### src/design/swm_pkg.sv
// swm_pkg: shared types and constants of the supply window monitor.
// Holds the configuration and result records, operation codes, the
// millivolt scaling constants and the stream bit layout. No dependencies.
package swm_pkg;

   // ADC code width and full scale
   localparam int CODE_W = 10;
   localparam longint unsigned FULL_SCALE = (64'd1 << CODE_W) - 64'd1;

   localparam int SETTLE_W = 8;
   localparam int COUNT_W  = 16;
   localparam int MV_W     = 16;
   localparam int STATE_W  = 2;

   // Register reset values
   localparam logic [CODE_W-1:0]   MIN_CODE_RST = CODE_W'(341);
   localparam logic [CODE_W-1:0]   MAX_CODE_RST = CODE_W'(853);
   localparam logic [SETTLE_W-1:0] SETTLE_RST   = SETTLE_W'(5);

   // CSR map: register index from paddr[3:2]
   localparam int CSR_ADDR_W = 4;
   localparam int CSR_DATA_W = 32;
   typedef enum logic [1:0] {
      REG_MIN_CODE = 2'd0,
      REG_MAX_CODE = 2'd1,
      REG_SETTLE   = 2'd2,
      REG_NONE     = 2'd3
   } reg_index_type;

   // Operation codes carried in req_tuser
   typedef enum logic [1:0] {
      OP_SAMPLE  = 2'd0,
      OP_ON      = 2'd1,
      OP_ON_CONT = 2'd2,
      OP_OFF     = 2'd3
   } op_type;

   // millivolts = round(code * 36000 / FS), done as (code*MULT + BIAS) >> SHIFT.
   // MULT and BIAS are rounded up; the total error stays below 2^SHIFT/FS,
   // which keeps the floor exact for every code.
   localparam longint unsigned MV_FULL   = 64'd36000;
   localparam int              MV_SHIFT  = 2 * CODE_W + 1;
   localparam longint unsigned MV_MULT   =
      ((MV_FULL << MV_SHIFT) + FULL_SCALE - 64'd1) / FULL_SCALE;
   localparam longint unsigned MV_BIAS   =
      (((FULL_SCALE / 64'd2) << MV_SHIFT) + FULL_SCALE - 64'd1) / FULL_SCALE;
   localparam int              MV_MULT_W = $clog2(MV_MULT + 64'd1);
   localparam int              MV_PROD_W = CODE_W + MV_MULT_W + 1;

   // Result stream layout in rsp_tdata, lowest bit first
   localparam int RSP_STATE_LSB = 0;
   localparam int RSP_GRANT_BIT = RSP_STATE_LSB + STATE_W;
   localparam int RSP_CONT_BIT  = RSP_GRANT_BIT + 1;
   localparam int RSP_MV_LSB    = RSP_CONT_BIT + 1;
   localparam int RSP_PEN_BIT   = RSP_MV_LSB + MV_W;
   localparam int RSP_PDIS_BIT  = RSP_PEN_BIT + 1;
   localparam int RSP_DC_LSB    = RSP_PDIS_BIT + 1;
   localparam int RSP_USED_W    = RSP_DC_LSB + COUNT_W;
   localparam int RSP_DATA_W    = ((RSP_USED_W + 7) / 8) * 8;
   localparam int REQ_DATA_W    = ((CODE_W + 7) / 8) * 8;

   typedef struct packed {
      logic [CODE_W-1:0]   min_code;
      logic [CODE_W-1:0]   max_code;
      logic [SETTLE_W-1:0] settle_samples;
   } cfg_type;

   typedef struct packed {
      logic [STATE_W-1:0] supply_state;
      logic               request_granted;
      logic               was_continuous;
      logic               notify_valid;
      logic [MV_W-1:0]    notify_millivolts;
      logic               power_enable;
      logic               power_disable;
      logic [COUNT_W-1:0] disconnect_count;
   } rsp_type;

endpackage

### src/design/swm_csr.sv
// swm_csr: APB-style register file holding the window limits and the
// settle length. Depends on swm_pkg.
module swm_csr (
   input  logic                              clock,
   input  logic                              reset,
   input  logic                              csr_psel,
   input  logic                              csr_penable,
   input  logic                              csr_pwrite,
   input  logic [swm_pkg::CSR_ADDR_W-1:0]    csr_paddr,
   input  logic [swm_pkg::CSR_DATA_W-1:0]    csr_pwdata,
   output logic [swm_pkg::CSR_DATA_W-1:0]    csr_prdata,
   output logic                              csr_pready,
   output swm_pkg::cfg_type                  cfg
);

   swm_pkg::cfg_type       cfg_ff;
   swm_pkg::reg_index_type sel;
   logic                   wr_en;

   assign sel        = swm_pkg::reg_index_type'(csr_paddr[3:2]);
   assign wr_en      = csr_psel & csr_penable & csr_pwrite;
   assign csr_pready = 1'b1;
   assign cfg        = cfg_ff;

   // Register writes on the access phase
   always_ff @(posedge clock) begin
      if (reset) begin
         cfg_ff.min_code       <= swm_pkg::MIN_CODE_RST;
         cfg_ff.max_code       <= swm_pkg::MAX_CODE_RST;
         cfg_ff.settle_samples <= swm_pkg::SETTLE_RST;
      end else if (wr_en) begin
         unique case (sel)
            swm_pkg::REG_MIN_CODE:
               cfg_ff.min_code <= csr_pwdata[swm_pkg::CODE_W-1:0];
            swm_pkg::REG_MAX_CODE:
               cfg_ff.max_code <= csr_pwdata[swm_pkg::CODE_W-1:0];
            swm_pkg::REG_SETTLE:
               cfg_ff.settle_samples <= csr_pwdata[swm_pkg::SETTLE_W-1:0];
            swm_pkg::REG_NONE: ;
         endcase
      end
   end

   // Read mux
   always_comb begin
      unique case (sel)
         swm_pkg::REG_MIN_CODE:
            csr_prdata = swm_pkg::CSR_DATA_W'(cfg_ff.min_code);
         swm_pkg::REG_MAX_CODE:
            csr_prdata = swm_pkg::CSR_DATA_W'(cfg_ff.max_code);
         swm_pkg::REG_SETTLE:
            csr_prdata = swm_pkg::CSR_DATA_W'(cfg_ff.settle_samples);
         swm_pkg::REG_NONE:
            csr_prdata = '0;
      endcase
   end

endmodule

### src/design/swm_step.sv
// swm_step: supply state machine, counters and flags, plus the result
// for the item in the input register. Depends on swm_pkg.
module swm_step (
   input  logic                          clock,
   input  logic                          reset,
   input  swm_pkg::cfg_type              cfg,
   input  logic                          fire,
   input  swm_pkg::op_type               op,
   input  logic [swm_pkg::CODE_W-1:0]    code,
   output swm_pkg::rsp_type              rsp
);

   typedef enum logic [1:0] {
      MODE_OFF    = 2'd0,
      MODE_SETTLE = 2'd1,
      MODE_ON     = 2'd2
   } mode_type;

   localparam int DIFF_W = swm_pkg::CODE_W + 4;

   mode_type                         mode_ff, mode_in;
   logic [swm_pkg::SETTLE_W-1:0]     settle_ff, settle_in, settle_inc;
   logic [swm_pkg::CODE_W-1:0]       last_ff, last_in;
   logic [swm_pkg::CODE_W-1:0]       reported_ff, reported_in;
   logic                             cont_ff, cont_in;
   logic [swm_pkg::COUNT_W-1:0]      drops_ff, drops_in;

   logic                             in_window;
   logic [swm_pkg::CODE_W-1:0]       diff;
   logic [DIFF_W-1:0]                diff10;
   logic                             big_change;
   logic                             notify;
   logic [swm_pkg::CODE_W-1:0]       notify_code;
   logic                             granted, was_cont, p_en, p_dis;
   logic [swm_pkg::MV_PROD_W-1:0]    mv_prod;

   // Window test and change test
   assign in_window  = (code >= cfg.min_code) && (code <= cfg.max_code);
   assign diff       = (reported_ff >= code) ? reported_ff - code : code - reported_ff;
   assign diff10     = (DIFF_W'(diff) << 3) + (DIFF_W'(diff) << 1);
   assign big_change = (cfg.max_code < cfg.min_code) ||
                       (diff10 > DIFF_W'(cfg.max_code - cfg.min_code));
   assign settle_inc = (settle_ff == '1) ? settle_ff : settle_ff + 1'b1;

   // Next state and per-item pulses
   always_comb begin
      mode_in     = mode_ff;
      settle_in   = settle_ff;
      last_in     = last_ff;
      reported_in = reported_ff;
      cont_in     = cont_ff;
      drops_in    = drops_ff;
      notify      = 1'b0;
      notify_code = code;
      granted     = 1'b0;
      was_cont    = 1'b0;
      p_en        = 1'b0;
      p_dis       = 1'b0;
      unique case (op)
         swm_pkg::OP_SAMPLE: begin
            last_in = code;
            case (mode_ff)
               MODE_OFF: begin
                  if (in_window) begin
                     mode_in   = MODE_SETTLE;
                     settle_in = '0;
                  end
               end
               MODE_SETTLE: begin
                  if (!in_window) begin
                     mode_in = MODE_OFF;
                  end else begin
                     settle_in = settle_inc;
                     if (settle_inc >= cfg.settle_samples) begin
                        mode_in = MODE_ON;
                        notify  = 1'b1;
                     end
                  end
               end
               MODE_ON: begin
                  if (!in_window) begin
                     // dropout
                     mode_in  = MODE_OFF;
                     p_dis    = 1'b1;
                     notify   = 1'b1;
                     cont_in  = 1'b0;
                     drops_in = (drops_ff == '1) ? drops_ff : drops_ff + 1'b1;
                  end else if (big_change) begin
                     reported_in = code;
                     notify      = 1'b1;
                  end
               end
               default: mode_in = MODE_OFF;
            endcase
         end
         swm_pkg::OP_ON, swm_pkg::OP_ON_CONT: begin
            if (mode_ff == MODE_ON) begin
               granted = 1'b1;
               p_en    = 1'b1;
               if (op == swm_pkg::OP_ON_CONT) begin
                  was_cont = cont_ff;
                  cont_in  = 1'b1;
               end
            end else begin
               notify      = 1'b1;
               notify_code = last_ff;
            end
         end
         swm_pkg::OP_OFF: p_dis = 1'b1;
      endcase
   end

   // Code to millivolts by scaled reciprocal
   assign mv_prod = swm_pkg::MV_PROD_W'(notify_code) *
                    swm_pkg::MV_PROD_W'(swm_pkg::MV_MULT) +
                    swm_pkg::MV_PROD_W'(swm_pkg::MV_BIAS);

   always_comb begin
      rsp.supply_state      = swm_pkg::STATE_W'(mode_in);
      rsp.request_granted   = granted;
      rsp.was_continuous    = was_cont;
      rsp.notify_valid      = notify;
      rsp.notify_millivolts = notify ? mv_prod[swm_pkg::MV_SHIFT +: swm_pkg::MV_W] : '0;
      rsp.power_enable      = p_en;
      rsp.power_disable     = p_dis;
      rsp.disconnect_count  = drops_in;
   end

   // State registers, advanced once per processed item
   always_ff @(posedge clock) begin
      if (reset) begin
         mode_ff     <= MODE_OFF;
         settle_ff   <= '0;
         last_ff     <= '0;
         reported_ff <= '0;
         cont_ff     <= 1'b0;
         drops_ff    <= '0;
      end else if (fire) begin
         mode_ff     <= mode_in;
         settle_ff   <= settle_in;
         last_ff     <= last_in;
         reported_ff <= reported_in;
         cont_ff     <= cont_in;
         drops_ff    <= drops_in;
      end
   end

endmodule

### src/design/supply_window_monitor_core.sv
// Supply window monitor.
// req channel: one transfer per item; req_tuser is the operation (sample,
// on request, on request with continuity, off), req_tdata the ADC code.
// Each accepted item yields exactly one rsp transfer with the supply state
// after the item, request grant and continuity answer, an optional voltage
// notification in millivolts (flagged by rsp_tuser), power enable/disable
// pulses and the saturating dropout count.
// An accepted item passes the input register, then the result register,
// where rsp_tvalid rises; a stalled result keeps it in the input
// register. Throughput: one item per cycle while rsp_tready stays high;
// the state machine closes its loop through one register per item.
// When rsp_tready is low the result register holds; the input register can
// still take one more item, then req_tready drops until the result moves.
// Reset clears both stages, the supply state (off), counters and flags and
// loads the register defaults (window 341..853, settle 5). Users must write
// registers over the csr port while no item is in flight; the block does not enforce it.
// Depends on swm_pkg, swm_csr and swm_step.
module supply_window_monitor_core (
   input  logic                               clock,
   input  logic                               reset,
   // item stream
   input  logic                               req_tvalid,
   output logic                               req_tready,
   input  logic [swm_pkg::REQ_DATA_W-1:0]     req_tdata,  // [9:0] adc_code
   input  logic [1:0]                         req_tuser,  // [1:0] operation
   // result stream
   output logic                               rsp_tvalid,
   input  logic                               rsp_tready,
   // [1:0] supply_state, [2] request_granted, [3] was_continuous,
   // [19:4] notify_millivolts, [20] power_enable, [21] power_disable,
   // [37:22] disconnect_count
   output logic [swm_pkg::RSP_DATA_W-1:0]     rsp_tdata,
   output logic                               rsp_tuser,  // [0] notify_valid
   // register port
   input  logic                               csr_psel,
   input  logic                               csr_penable,
   input  logic                               csr_pwrite,
   input  logic [swm_pkg::CSR_ADDR_W-1:0]     csr_paddr,
   input  logic [swm_pkg::CSR_DATA_W-1:0]     csr_pwdata,
   output logic [swm_pkg::CSR_DATA_W-1:0]     csr_prdata,
   output logic                               csr_pready
);

   swm_pkg::cfg_type               cfg;
   swm_pkg::rsp_type               rsp_in, rsp_ff;
   logic                           in_valid_ff, out_valid_ff;
   swm_pkg::op_type                op_ff;
   logic [swm_pkg::CODE_W-1:0]     code_ff;
   logic                           advance, fire;

   swm_csr u_csr (
      .clock       (clock),
      .reset       (reset),
      .csr_psel    (csr_psel),
      .csr_penable (csr_penable),
      .csr_pwrite  (csr_pwrite),
      .csr_paddr   (csr_paddr),
      .csr_pwdata  (csr_pwdata),
      .csr_prdata  (csr_prdata),
      .csr_pready  (csr_pready),
      .cfg         (cfg)
   );

   swm_step u_step (
      .clock (clock),
      .reset (reset),
      .cfg   (cfg),
      .fire  (fire),
      .op    (op_ff),
      .code  (code_ff),
      .rsp   (rsp_in)
   );

   // Handshake: result register frees when empty or taken
   assign advance    = !out_valid_ff || rsp_tready;
   assign fire       = in_valid_ff && advance;
   assign req_tready = !in_valid_ff || advance;

   // Input register
   always_ff @(posedge clock) begin
      if (reset) begin
         in_valid_ff <= 1'b0;
      end else if (req_tready) begin
         in_valid_ff <= req_tvalid;
      end
   end

   always_ff @(posedge clock) begin
      if (req_tready && req_tvalid) begin
         op_ff   <= swm_pkg::op_type'(req_tuser);
         code_ff <= req_tdata[swm_pkg::CODE_W-1:0];
      end
   end

   // Result register
   always_ff @(posedge clock) begin
      if (reset) begin
         out_valid_ff <= 1'b0;
      end else if (advance) begin
         out_valid_ff <= in_valid_ff;
      end
   end

   always_ff @(posedge clock) begin
      if (fire) begin
         rsp_ff <= rsp_in;
      end
   end

   // Pack the result transfer
   assign rsp_tvalid = out_valid_ff;
   assign rsp_tuser  = rsp_ff.notify_valid;
   always_comb begin
      rsp_tdata = '0;
      rsp_tdata[swm_pkg::RSP_STATE_LSB +: swm_pkg::STATE_W] = rsp_ff.supply_state;
      rsp_tdata[swm_pkg::RSP_GRANT_BIT]                     = rsp_ff.request_granted;
      rsp_tdata[swm_pkg::RSP_CONT_BIT]                      = rsp_ff.was_continuous;
      rsp_tdata[swm_pkg::RSP_MV_LSB +: swm_pkg::MV_W]       = rsp_ff.notify_millivolts;
      rsp_tdata[swm_pkg::RSP_PEN_BIT]                       = rsp_ff.power_enable;
      rsp_tdata[swm_pkg::RSP_PDIS_BIT]                      = rsp_ff.power_disable;
      rsp_tdata[swm_pkg::RSP_DC_LSB +: swm_pkg::COUNT_W]    = rsp_ff.disconnect_count;
   end

endmodule

### config.mk
export PLATFORM = sky130hd
export DESIGN_NAME = supply_window_monitor_core
export DESIGN_NICKNAME = d
export VERILOG_FILES = /design/src/design/swm_pkg.sv /design/src/design/swm_csr.sv /design/src/design/swm_step.sv /design/src/design/supply_window_monitor_core.sv
export SDC_FILE = /design/constraint.sdc
export NUM_CORES = 1
export LEC_CHECK = 0
export BUFFER_PORTS_ARGS = -buffer_cell sky130_fd_sc_hd__buf_2
export CAP_MARGIN = 20
export CORE_UTILIZATION = 35
export CTS_CLUSTER_DIAMETER = 40
export DETAILED_ROUTE_END_ITERATION = 6
export GPL_ROUTABILITY_DRIVEN = 0
export GPL_TIMING_DRIVEN = 1
export PLACE_DENSITY_LB_ADDON = 0.3
export SYNTH_ARGS = -nofsm -noshare
export SYNTH_HDL_FRONTEND = slang
export SYNTH_SLANG_ARGS = --single-unit
### constraint.sdc
create_clock -name clock -period 9.71 [get_ports clock]
set_clock_uncertainty 0.1 [all_clocks]
set_input_delay 0.971 -clock clock [delete_from_list [all_inputs] [get_ports clock]]
set_output_delay 0.971 -clock clock [all_outputs]
set_load 0.05 [all_outputs]
==> impl_metrics.toml, run 1 <==
[floorplanning]
io_pins = 137
die_w_um = 193
core-area_um2 = 35700
initial_utilization = 0.357
rows = 69
die_y_um = 193
dieArea_um2 = 37200

[critical_path]
endpoint_kind = "flip-flop"
worst-path-max-fanout = 17
cp.arrival_ps = 7480
cp_data_required_time_ps = 9760
crit_type = "flip-flop to flip-flop"
cp-start-kind = "flip-flop"

[clock_network]
clock_latency_ps = 430
clock_path_buffers = 2
post_cts_buffers = 0
holdBufCountCts = 0
path_clk_slew_ps = 70
cts_sinks = 127
root_buffer = "clkbuf_16"
post_cts_resized = 0
tritoncts = "done"
h-tree-depth = 4
cts_buffers = 17

[timing]
tightest_slew_ps = 893
period_needed_ps = 7430
maxSlewHeadroom = 0.388
final_max_slew_viol_count = 0
final-setup-viol-count = 0
period_share = 0.765
rsz0062_at_grt = "no"
fin_tns_setup_ps = 0
finalHoldWorstSlack_ps = 355
hold_viol = 0
max_freq_ghz = 0.135

[global_route]
grt_pass1_wl_mm = 50.6
grt_overflow_total = 0
groute.usage.overall = 0.172
grt_max_degree = 66
antenna_found_initial = 0
grt_pass1_vias = 9801

[place]
portBuffers = 81
dpl.cell_count = 1911
dpl_cell_area_um2 = 13500
dp_hpwl_mm = 24.1

[layout]
n_antenna_cell = 0
drive_gt1_frac = 0.117
num-nets-final = 1782
utilization = 0.396
stdcell_area_um2 = 14100
final_cells = 1944
syn_to_final_growth_pct = 10.9

[synth]
ys.flop_type = "dfxtp_1"
async_reset_ff_frac = 0
synth_warnings = 0
yosys_register_bits = 127
ys_seq_area_frac = 0.239
syn_avg_cell_area_um2 = 9.07
netlist-cell-type-count = 90
syn_inst = 1404
synth_area_um2 = 12700
synth_edf_count = 50

[routing]
num_vias = 10034
avgViaCountPerCell = 5.16
dr.pass1.iters = 7
wl_per_cell_um = 15.9
drtIter0Drc = 513
routed_wl_mm = 31.0
route.detailed.drc = 18
detail-route-antenna-nets = 0

[outcome]
status = "finished, violations left"
violations = "DRC"

[job]
drv_cap = 0

[pwr]
p_per_area_nw_per_um2 = 187
p_leak_nw = 6.45
vdd_drop_max_uv = 133

[hold_path]
hold_path_class = "flip-flop to flip-flop"
-- sequential cells by signal, indices dropped and copies added (netlist names), 2 cells and up --
name,count
u_step.mode_ff,2
u_step.last_ff,10
u_step.drops_ff,16
u_csr.cfg,28
u_step.reported_ff,10
rsp_tdata,37
op_ff,2
u_step.settle_ff,8
code_ff,10
-- cells in the mapped netlist, types with 23 or more instances --
master | number | area share
inv_1 | 160 | 0.047
clkbuf_1 | 23 | 0.0068
nand2_1 | 95 | 0.028
xnor2_1 | 49 | 0.034
dfxtp_1 | 77 | 0.12
mux2i_1 | 49 | 0.039
edfxtp_1 | 50 | 0.12
a21o_1 | 47 | 0.028
buf_4 | 27 | 0.016
o21ai_0 | 35 | 0.014
ha_1 | 195 | 0.19
nand3_1 | 24 | 0.0094
nor2_1 | 93 | 0.027
fa_1 | 56 | 0.088
a21oi_1 | 84 | 0.033
nor3_1 | 36 | 0.014
-- power breakdown --
group / switching (W) / total (W) / leakage (nW) / internal (W)
registers: 0.0000145 / 0.000593 / 1.09 / 0.000578
logic: 0.000818 / 0.00138 / 5.06 / 0.000560
clock network: 0.000298 / 0.000670 / 0.298 / 0.000371
-- worst max-delay path: stages, from the launching register on --
cell       delay, ps
edfxtp_1         630
inv_1            150
fa_1             610
a21oi_2          200
nor3b_2          100
o31ai_4          460
nand2_1          410
mux2_2           410
a2111oi_2        400
a211oi_2         120
ha_1             320
inv_1            100
o21bai_1         300
a21oi_1          140
a2111oi_0        400
a211oi_1         120
nor2_1           140
ha_1             250
a21o_1           160
a21oi_1          230
o211ai_1         120
a32oi_1          420
a41o_1           670
nor3_1           150
-- path summary, 6_finish.rpt --
path                        to  depth (start not counted)  slack, ps              start
min          u_step.last_ff[9]                          2        350  u_step.last_ff[9]
max reg2reg      rsp_tdata[16]                         23       2280         code_ff[1]
min reg2reg  u_step.last_ff[9]                          2        350  u_step.last_ff[9]
max              rsp_tdata[16]                         23       2280         code_ff[1]
-- final cells by class --
type	instances	area (um2)
Clock buffer	17	425
Timing Repair Buffer	90	477
Sequential cell	127	3040
Tap cell	461	577
Inverter	160	601
Fill cell	3528	21500
Multi-Input combinational cell	1074	8810
Clock inverter	15	189
-- logic make-up after synthesis --
kind of cell | synth area share
AOI/OAI and AO/OA | 0.166
xor gates and xnor gates | 0.0496
adders and majority gates | 0.280
buffers and inverters | 0.0763
DFF | 0.239
muxes | 0.0438
other | 0.000590
and+or+nand+nor | 0.145
-- metrics by stage --
stage	total power, W	worst slack, ps
2_1_floorplan	0.00167	2720
5_1_grt	0.00288	1650
3_5_place_dp	0.00197	2350
4_1_cts	0.00266	2300
6_report	0.00264	2280
3_3_place_gp	0.00196	2490
-- cells in the final DEF (no fill, tap or decap), types with 35 or more instances in the layout --
master	synthesis	final
inv_1	160	159
edfxtp_1	50	50
ha_1	195	195
o21ai_0	35	35
a21oi_1	84	84
fa_1	56	56
nand2_1	95	95
buf_2	12	81
nor3_1	36	35
xnor2_1	49	49
nor2_1	93	93
dfxtp_1	77	77
mux2i_1	49	49
a21o_1	47	47
-- layer usage --
| metal | part of all wire | up-vias | wire length, um | global-route usage |
|---|---|---|---|---|
| met5 | 0 | - | 0 | 0 |
| met4 | 0.017 | 0 | 524 | 0.0494 |
| met3 | 0.038 | 33 | 1190 | 0.0275 |
| met2 | 0.46 | 177 | 14400 | 0.282 |
| met1 | 0.48 | 4764 | 14900 | 0.232 |
| li1 | - | 5060 | - | - |
(Power assumes the default switching activity.)
==> run 2: changes to the inputs <==
==> constraint.sdc (replaced) <==
create_clock -name clock -period 6.6 [get_ports clock]
set_clock_uncertainty 0.1 [all_clocks]
set_input_delay 0.66 -clock clock [delete_from_list [all_inputs] [get_ports clock]]
set_output_delay 0.66 -clock clock [all_outputs]
set_load 0.05 [all_outputs]
==> run 2 against run 1 <==
- highest routed layer unchanged
- critical endpoint is now rsp_tdata[15]
- routed wire length up 1.7%
- clock power increased by 42%
- clock-buffer cell count unchanged
- the run still ends with DRC left
- total power increased by 50%
==> impl_metrics.toml, run 2 (synthesis gave the netlist of run 1 again) <==
[outcome]
status = "finished, violations left"
violations = "DRC"

[place]
pre_cts_slack_ps = 105
portBuffers = 81
dp_hpwl_mm = 24.9
dpl.cell_count = 1947

[layout]
drive_gt1_frac = 0.153
final_common_cell = "ha_1"
n_antenna_cell = 0
final_cells = 1987
layout_common_cells = "ha_1, inv_1, nand2_1"
syn_to_final_growth_pct = 14.5
num-nets-final = 1825
largest_reg_flops = 37

[critical_path]
endpoint_kind = "flip-flop"
cp_data_required_time_ps = 6770
r2r_slack_ps = 270
r2r-end = "rsp_tdata[15]"
worstRegToRegCells = 22
crit_type = "flip-flop to flip-flop"
reg2reg_from = "op_ff[1]"
cp-start-kind = "flip-flop"
worst-path-max-fanout = 8
startpoint = "op_ff[1]"
cp.arrival_ps = 6500

[floorplanning]
initial_utilization = 0.357
dieArea_um2 = 37200
core-area_um2 = 35700
io_pins = 137
die_w_um = 193
rows = 69
die_y_um = 193

[timing]
finalHoldWorstSlack_ps = 313
fin_tns_setup_ps = 0
hold_viol = 0
period_needed_ps = 6330
period_share = 0.959
setup_ws_ps = 273
max_freq_ghz = 0.158
maxSlewHeadroom = 0.442
final_max_slew_viol_count = 0
tightest_slew_ps = 832
final-setup-viol-count = 0

[global_route]
groute.usage.overall = 0.177
grt_pass1_wl_mm = 52.2
grt_pass1_vias = 10131
grt_overflow_total = 0
grt_max_degree = 66
antenna_found_initial = 0

[clock_network]
cts_sinks = 127
tritoncts = "done"
root_buffer = "clkbuf_16"
clock_path_buffers = 2
clock_latency_ps = 430
holdBufCountCts = 0
h-tree-depth = 4
cts_buffers = 17
path_clk_slew_ps = 70

[job]
drv_cap = 0

[hold_path]
hold_path_end = "code_ff[1]"
holdPathStages = 1
hold_path_class = "primary input to flip-flop"
hold_start = "req_tdata[1]"

[routing]
detail-route-antenna-nets = 0
avgViaCountPerCell = 5.21
dr.pass1.iters = 7
num_vias = 10351
wl_per_cell_um = 15.9
drtIter0Drc = 551
route.detailed.drc = 18
routed_wl_mm = 31.5

[pwr]
p_per_area_nw_per_um2 = 272
vdd_drop_max_uv = 186
p_leak_nw = 6.65
fin_total_pwr_w = 0.00397
[run 2: cell types whose count changed in the layout (fill, tap and decap cells not counted), moves of 3 or more]
cell	delta
buf_4	+41
inv_1	-6
inv_2	+6
mux2i_1	-4
mux2i_4	+4
ha_1	-3
inv_6	+3
[run 2: final cells by class]
cell class	count	area (um2)
clock buffer	17	425
clock inverter	15	166
fill	3522	21100
inverter	160	601
multi-input combinational	1074	8950
sequential	127	3040
tap	461	577
timing repair buffer	133	816
[run 2: worst max path at each step]
stage | end | cells past startpoint
final | rsp_tdata[15] | 22
after detailed placement | rsp_tdata[15] | 23
after global routing | rsp_tdata[14] | 26
after CTS | rsp_tdata[15] | 23
after floorplan | rsp_tdata[15] | 25
after global placement | rsp_tdata[15] | 23
[run 2: repair_timing]
| item | 4_1_cts | 5_1_grt |
|---|---|---|
| setup endpoints to repair | 0 | 27 |
| resized for setup | 0 | 26 |
| buffers inserted | 0 | 7 |
[run 2: power by group]
group	switching, W	internal [W]	total (W)
sequential	0.0000149	0.000851	0.000865
clock	0.000415	0.000539	0.000954
combinational	0.00125	0.000899	0.00215
total	0.00168	0.00229	0.00397
[run 2: per-stage QoR]
stage               area, um2   util
floorplan               12800      -
global placement        13800  0.387
detailed placement      13800  0.387
CTS                     14400  0.404
global route            14600  0.409
finish                  14600  0.409
[run 2: routing by layer]
layer / vias up / routed length (um) / global-route usage
met5: - / 0 / 0
met2: 223 / 14700 / 0.291
met1: 4950 / 15000 / 0.243
met3: 35 / 1300 / 0.0202
li1: 5143 / - / -
met4: 0 / 494 / 0.0485
[run 2: critical path, stage by stage (launching register included)]
cell      delay [ps]
edfxtp_1         440
inv_2             90
ha_2             300
nand2b_4         200
mux2i_4          280
inv_2             80
ha_1             210
ha_1             330
inv_1             70
fa_1             560
inv_1             60
fa_1             530
fa_1             430
ha_1             350
a21o_1           210
a221o_1          340
a21o_1           190
a221o_1          350
nand2_1          220
a311oi_4         160
o21a_1           220
or3_1            300
a21oi_1          150
